--- src/rtl/ocl_pkg.sv ---
// ----------------------------------------------------------------------------
// ocl_pkg
// Shared types and constants for the open/closed list engine.
// ----------------------------------------------------------------------------
package ocl_pkg;

  localparam int CFG_BITS = 20;
  localparam logic [CFG_BITS-1:0] MIN_START_RESET = 20'd99999;

  typedef enum logic [2:0] {
    CMD_ADD_OPEN   = 3'd0,
    CMD_ADD_CLOSED = 3'd1,
    CMD_SEARCH     = 3'd2,
    CMD_MIN        = 3'd3,
    CMD_CLEAR      = 3'd4
  } cmd_t;

  typedef enum logic [2:0] {
    S_IDLE,
    S_SCAN_RD,
    S_SCAN_CHK,
    S_SHIFT_RD,
    S_SHIFT_WR,
    S_APPEND,
    S_CLEAR,
    S_DONE
  } state_t;

  // controller -> datapath
  typedef struct packed {
    logic load;       // latch a new command
    logic idx_inc;
    logic rd_scan;    // read scan list at idx
    logic rd_shift;   // read scan list at idx+1
    logic wr_shift;   // write read data back at idx
    logic dec_count;  // scan list lost one entry
    logic append;     // append node to target list
    logic clear;      // empty selected list
    logic upd_min;    // fold read entry into running minimum
    logic set_found;
    logic out_load;   // move result into output register
  } ctl_cmd_t;

  // datapath -> controller
  typedef struct packed {
    logic scan_more;
    logic hit;
    logic shift_more;
  } ctl_stat_t;

endpackage

--- src/rtl/ocl_ctrl.sv ---
// ----------------------------------------------------------------------------
// ocl_ctrl
// Command sequencer: scan, shift-down removal, append, clear, and output handshake.
// ----------------------------------------------------------------------------
module ocl_ctrl import ocl_pkg::*; (
  input  logic      clk,
  input  logic      rst,
  input  logic      in_valid,
  input  logic [2:0] in_cmd,
  output logic      in_ready,
  output logic      out_valid,
  input  logic      out_ready,
  input  ctl_stat_t stat,
  output ctl_cmd_t  ctl
);

  state_t state, state_next;
  cmd_t   cmd_q, cmd_q_next;
  logic   out_valid_next;
  logic   is_add;

  always_ff @(posedge clk) begin
    if (rst) begin
      state     <= S_IDLE;
      cmd_q     <= CMD_SEARCH;
      out_valid <= 1'b0;
    end else begin
      state     <= state_next;
      cmd_q     <= cmd_q_next;
      out_valid <= out_valid_next;
    end
  end

  assign is_add = (cmd_q == CMD_ADD_OPEN) || (cmd_q == CMD_ADD_CLOSED);

  always_comb begin
    state_next = state;
    cmd_q_next = cmd_q;
    ctl        = '0;
    in_ready   = 1'b0;
    case (state)
      S_IDLE: begin
        in_ready = 1'b1;
        if (in_valid) begin
          ctl.load   = 1'b1;
          cmd_q_next = cmd_t'(in_cmd);
          case (cmd_t'(in_cmd))
            CMD_ADD_OPEN, CMD_ADD_CLOSED, CMD_SEARCH, CMD_MIN: state_next = S_SCAN_RD;
            CMD_CLEAR: state_next = S_CLEAR;
            default:   state_next = S_DONE;
          endcase
        end
      end
      S_SCAN_RD: begin
        if (stat.scan_more) begin
          ctl.rd_scan = 1'b1;
          state_next  = S_SCAN_CHK;
        end else if (is_add) begin
          state_next = S_APPEND;
        end else begin
          state_next = S_DONE;
        end
      end
      S_SCAN_CHK: begin
        case (cmd_q)
          CMD_MIN: begin
            ctl.upd_min = 1'b1;
            ctl.idx_inc = 1'b1;
            state_next  = S_SCAN_RD;
          end
          CMD_SEARCH: begin
            if (stat.hit) begin
              ctl.set_found = 1'b1;
              state_next    = S_DONE;
            end else begin
              ctl.idx_inc = 1'b1;
              state_next  = S_SCAN_RD;
            end
          end
          default: begin
            // add: first match is removed by shifting the tail down
            if (stat.hit) begin
              state_next = S_SHIFT_RD;
            end else begin
              ctl.idx_inc = 1'b1;
              state_next  = S_SCAN_RD;
            end
          end
        endcase
      end
      S_SHIFT_RD: begin
        if (stat.shift_more) begin
          ctl.rd_shift = 1'b1;
          state_next   = S_SHIFT_WR;
        end else begin
          ctl.dec_count = 1'b1;
          state_next    = S_APPEND;
        end
      end
      S_SHIFT_WR: begin
        ctl.wr_shift = 1'b1;
        ctl.idx_inc  = 1'b1;
        state_next   = S_SHIFT_RD;
      end
      S_APPEND: begin
        ctl.append = 1'b1;
        state_next = S_DONE;
      end
      S_CLEAR: begin
        ctl.clear  = 1'b1;
        state_next = S_DONE;
      end
      S_DONE: begin
        if (!out_valid || out_ready) begin
          ctl.out_load = 1'b1;
          state_next   = S_IDLE;
        end
      end
      default: state_next = S_IDLE;
    endcase
  end

  always_comb begin
    out_valid_next = out_valid;
    if (out_valid && out_ready) out_valid_next = 1'b0;
    if (ctl.out_load)           out_valid_next = 1'b1;
  end

endmodule

--- config.mk ---
export PLATFORM = sky130hd
export DESIGN_NAME = ocl_ctrl
export DESIGN_NICKNAME = d
export VERILOG_FILES = /design/src/rtl/ocl_pkg.sv /design/src/rtl/ocl_ctrl.sv
export SDC_FILE = /design/constraint.sdc
export NUM_CORES = 1
export LEC_CHECK = 0
export BUFFER_PORTS_ARGS = -buffer_cell sky130_fd_sc_hd__clkbuf_2
export CAP_MARGIN = 25
export CORE_AREA = 2 2 39 41
export CTS_CLUSTER_SIZE = 10
export DETAILED_ROUTE_END_ITERATION = 7
export DIE_AREA = 0 0 41 43
export PLACE_DENSITY_LB_ADDON = 0.1
export SYNTH_ARGS = -nofsm -noshare
export SYNTH_HDL_FRONTEND = slang
export SYNTH_SLANG_ARGS = --single-unit
--- constraint.sdc ---
create_clock -name clk -period 3.5 [get_ports clk]
set_input_delay 0.175 -clock clk [delete_from_list [all_inputs] [get_ports clk]]
set_output_delay 0.175 -clock clk [all_outputs]
set_load 0.005 [all_outputs]
# == After elaboration in Yosys (flattened, before gate mapping) ==
# Cells that the tools add are included.
# classes
n_eq_ne,16
n_mux,33
reduce_logical,12
# op_table
cell,count
$mux W1,22
$pmux W3 S7,1
$eq A3 B2 Y1 const B,6
$eq A3 B3 Y1 const B,5
$mux W3,4
$pmux W3 S2,2
$eq A3 B1 Y1 const B,3
$logic_not A3 Y1,3
$mux W2,3
$ne A2 B2 Y1 const B,2
$reduce_and A2 Y1,2
$reduce_or A4 Y1,1
$logic_or A1 B1 Y1,2
$pmux W1 S2,1
$reduce_bool A2 Y1,1
$reduce_or A2 Y1,1
$logic_and A1 B1 Y1,1
$logic_not A1 Y1,1
# totals
regBits,7
input_bits,10
word_cells,64

# == Longest topological paths before layout ==
# depth
word_depth,5
ltp_mapped,5

# == Worst setup path after synthesis ==
# No wires, ideal clock.
# synth_path
path_kind,register to output
start,register state[2]
end,output port ctl[9] (netlist name)
arrival_ns,1.025
slack_ns,2.300
path_stages_with_launch,4
n_path_buf,1
path_cell_list,dfxtp_1 -> buf_2 -> nor3b_1 -> o21bai_1
# synth_rtl
item,line_no,source
"start, declared",ocl_ctrl.sv:17,"state_t state, state_next;"
"start signal, assigned",ocl_ctrl.sv:28,state <= state_next;
"end, declared",ocl_ctrl.sv:14,output ctl_cmd_t ctl

==> impl_metrics.csv <==
group,metric,value,unit
outcome,status,"completed",
routing,postRouteAntennaNets,0,
place,gp_congestion,0.7554,
clock_tree,cts_resized,0,
synth,synth_warnings,0,
final_layout,final_net_count,93,
sta,rsz0062_at_grt,"no",
synth,synth_top_cell_area_share,0.2850,
synth,synth_area,491.7,um^2
final_layout,final_layout_size_suffix_gt1_frac,0.3780,
synth,ys_ff_latch,7,
routing,routedWlPerCell,10.93,um
power,powerDensity,530.5,nW/um^2
routing,drc,0,
clock_tree,clk-insertion-delay-late,250,ps
clock_tree,cts_buffers,3,
clock_tree,clockBufferDepth,2,
floorplanning,die_w,41,um
worst_hold_path,hold_path_depth,2,
sta,holdWs,181.7,ps
global_routing,antenna_found_initial,0,
synth,syn-num-nets,70,
floorplanning,start_util,0.3553,
worst_hold_path,hold_path_end,"cmd_q[2]",
place,hpwl,858.8,um
sta,hold_violations,0,
floorplanning,rows,14,
final_layout,n_antenna_cell,0,
sta,max_freq,596.5,MHz
global_routing,use_met2,0.1938,
sta,skew,2.428,ps
global_routing,grt.overflow.total,0,
synth,synthCells,60,
clock_tree,clock-sinks,7,
clock_tree,cts_root_buffer,"clkbuf_4",
clock_tree,htreeDepth,1,
sta,max_slew.worst_pin.slew,494.9,ps
sta,finalCritPeriodShare,0.4790,
global_routing,busiest_layer,"met1",
global_routing,grt_pass1_wl,1738,um
setup_path,r2r_slack,2040,ps
worst_hold_path,hp-start,"rst",
synth,synth_cell_types,33,
setup_path,crit_arrival,1500,ps
place,preCtsSetupSlack,2027,ps
setup_path,critPathCaptureType,"primary output",
clock_tree,cts_tree,"yes",
setup_path,required,3320,ps
synth,synth_area_leader_cell,"dfxtp_1",
routing,drt-initial-drc-count,8,
worst_hold_path,min_path_type,"input pin to flip-flop",
synth,synth_area_leaders,"dfxtp_1, buf_4, nand2_1",
routing,avgViaCountPerCell,4.980,
sta,slew_headroom,0.6696,
setup_path,cp_max_fo,12,
power,max-vdd-ir-drop,0.2567,mV
floorplanning,die_area,1763,um^2
power,total_power,329.3,uW
setup_path,timing.rr.end,"state[2]",
clock_tree,postCtsSetupBuffers,0,
floorplanning,pin_count,23,
final_layout,area_growth_syn_to_layout,26.21,%
synth,syn-mean-instance-area,8.195,um^2
global_routing,grt_usage,0.1482,
global_routing,grt_pass1_vias,396,
sta,layout_setup_ws,1824,ps
floorplanning,core_area,1384,um^2
routing,firstDrtPassIters,4,
floorplanning,die_h,43,um
global_routing,use_met1,0.2085,
sta,min_period,1676,ps
power,p_leak,0.0003077,uW
routing,wirelength,1071,um
setup_path,path_buf_inv,2,
sta,drv_slew,0,
global_routing,grt_max_degree,15,
setup_path,critPathTopFamily,"flip-flops",
setup_path,crit_chain,"nor3b_2 -> nand4b_1 -> inv_1 -> clkbuf_2",
flow_run,drv_cap,0,
setup_path,r2r_cells,4,
global_routing,grtUsageMet3,0.03141,
setup_path,crit_type,"flip-flop to primary output",
setup_path,crit_cells,4,
setup_path,critical_path.slowest_cell,"dfxtp_1",
setup_path,r2r_start,"state[0]",
sta,setup_viol,0,
synth,ys_seq_area_frac,0.2850,
routing,num_vias,488,
clock_tree,hold_buffers,0,
clock_tree,clk_pin_slew_worst_paths,50,ps
place,port_buffers,22,
sta,setup_total_negative_slack,0,ps
setup_path,slowest_delay,570,ps
setup_path,start_kind,"flip-flop",
worst register-to-register path: stages, from the launching register on:
cell and delay (ps):
dfxtp_1 620, nand3_2 170, or2_0 260, a21boi_1 160
a31oi_1 180
Yosys cell counts (all sizes together):
master  instances
dfxtp           7
nand2           6
inv             5
a21oi           4
buf             4
nand3           3
nor3b           3
o21ai           3
a21boi          2
a21o            2
a31oi           2
and2b           2
and3            2
a211o           1
a22o            1
and3b           1
and4b           1
nand2b          1
nand4b          1
nor2            1
nor3            1
nor4bb          1
o211ai          1
o21bai          1
o31a            1
o31ai           1
or2             1
or2b            1
per-stage QoR:
stage | area (um^2) | util | instances
global placement | 594.3 | 0.4295 | 94
finish | 620.6 | 0.4485 | 98
detailed placement | 594.3 | 0.4295 | 94
CTS | 620.6 | 0.4485 | 98
global route | 620.6 | 0.4485 | 98
floorplan | 491.7 | - | 60
routing by layer:
| layer | wire, um | up-vias |
|---|---|---|
| met2 | 492 | 13 |
| met1 | 506 | 215 |
| li1 | - | 258 |
| met5 | 0 | - |
| met3 | 59 | 2 |
| met4 | 12 | 0 |
kinds of logic after synthesis:
family	after synthesis	synth area share
AND/OR/NAND/NOR	25	0.3613
AO/OA/AOI/OAI	19	0.2596
buffers and inverters	9	0.09414
flip-flops	7	0.2850
cells in the final DEF, fill, tap and decap left out, types with 2 or more instances in the layout:
cell type / netlist / routed
clkbuf_2: 0 / 22
dfxtp_1: 7 / 7
nand2_1: 6 / 6
o21ai_0: 3 / 3
a21oi_1: 4 / 4
inv_1: 5 / 5
nand3_1: 2 / 2
clkbuf_4: 0 / 3
and2b_2: 2 / 2
a31oi_1: 2 / 2
and3_1: 2 / 2
nor3b_1: 2 / 2
report_power, final:
part,internal (uW),total [uW],leakage [uW],switching (uW)
combinational,66.6,124,0.000235,57.1
sequential,95.1,133,0.0000576,37.6
clock,43.5,72.8,0.0000150,29.4
total,205,329,0.000308,124
worst max-delay path by stage:
stage	start	to	slack, ps
2_1_floorplan	state[2]	ctl[9]	2300
3_3_place_gp	state[0]	state[2]	2030
3_5_place_dp	state[0]	state[2]	2030
4_1_cts	state[1]	ctl[1]	1810
5_1_grt	state[1]	ctl[1]	1700
6_report	state[1]	ctl[1]	1820
final cells by class:
cell class | count | area [um^2]
clock buffer | 4 | 26.28
fill | 159 | 763.2
timing repair buffer | 22 | 110.1
multi-input combinational | 44 | 305.3
sequential | 7 | 140.1
inverter | 5 | 18.77
tap | 16 | 20.02
sequential cells by signal, indices dropped and copies added, names as in the netlist:
register	cells
cmd_q	3
state	3
out_valid	1
Power figures use the tool's default switching activity.
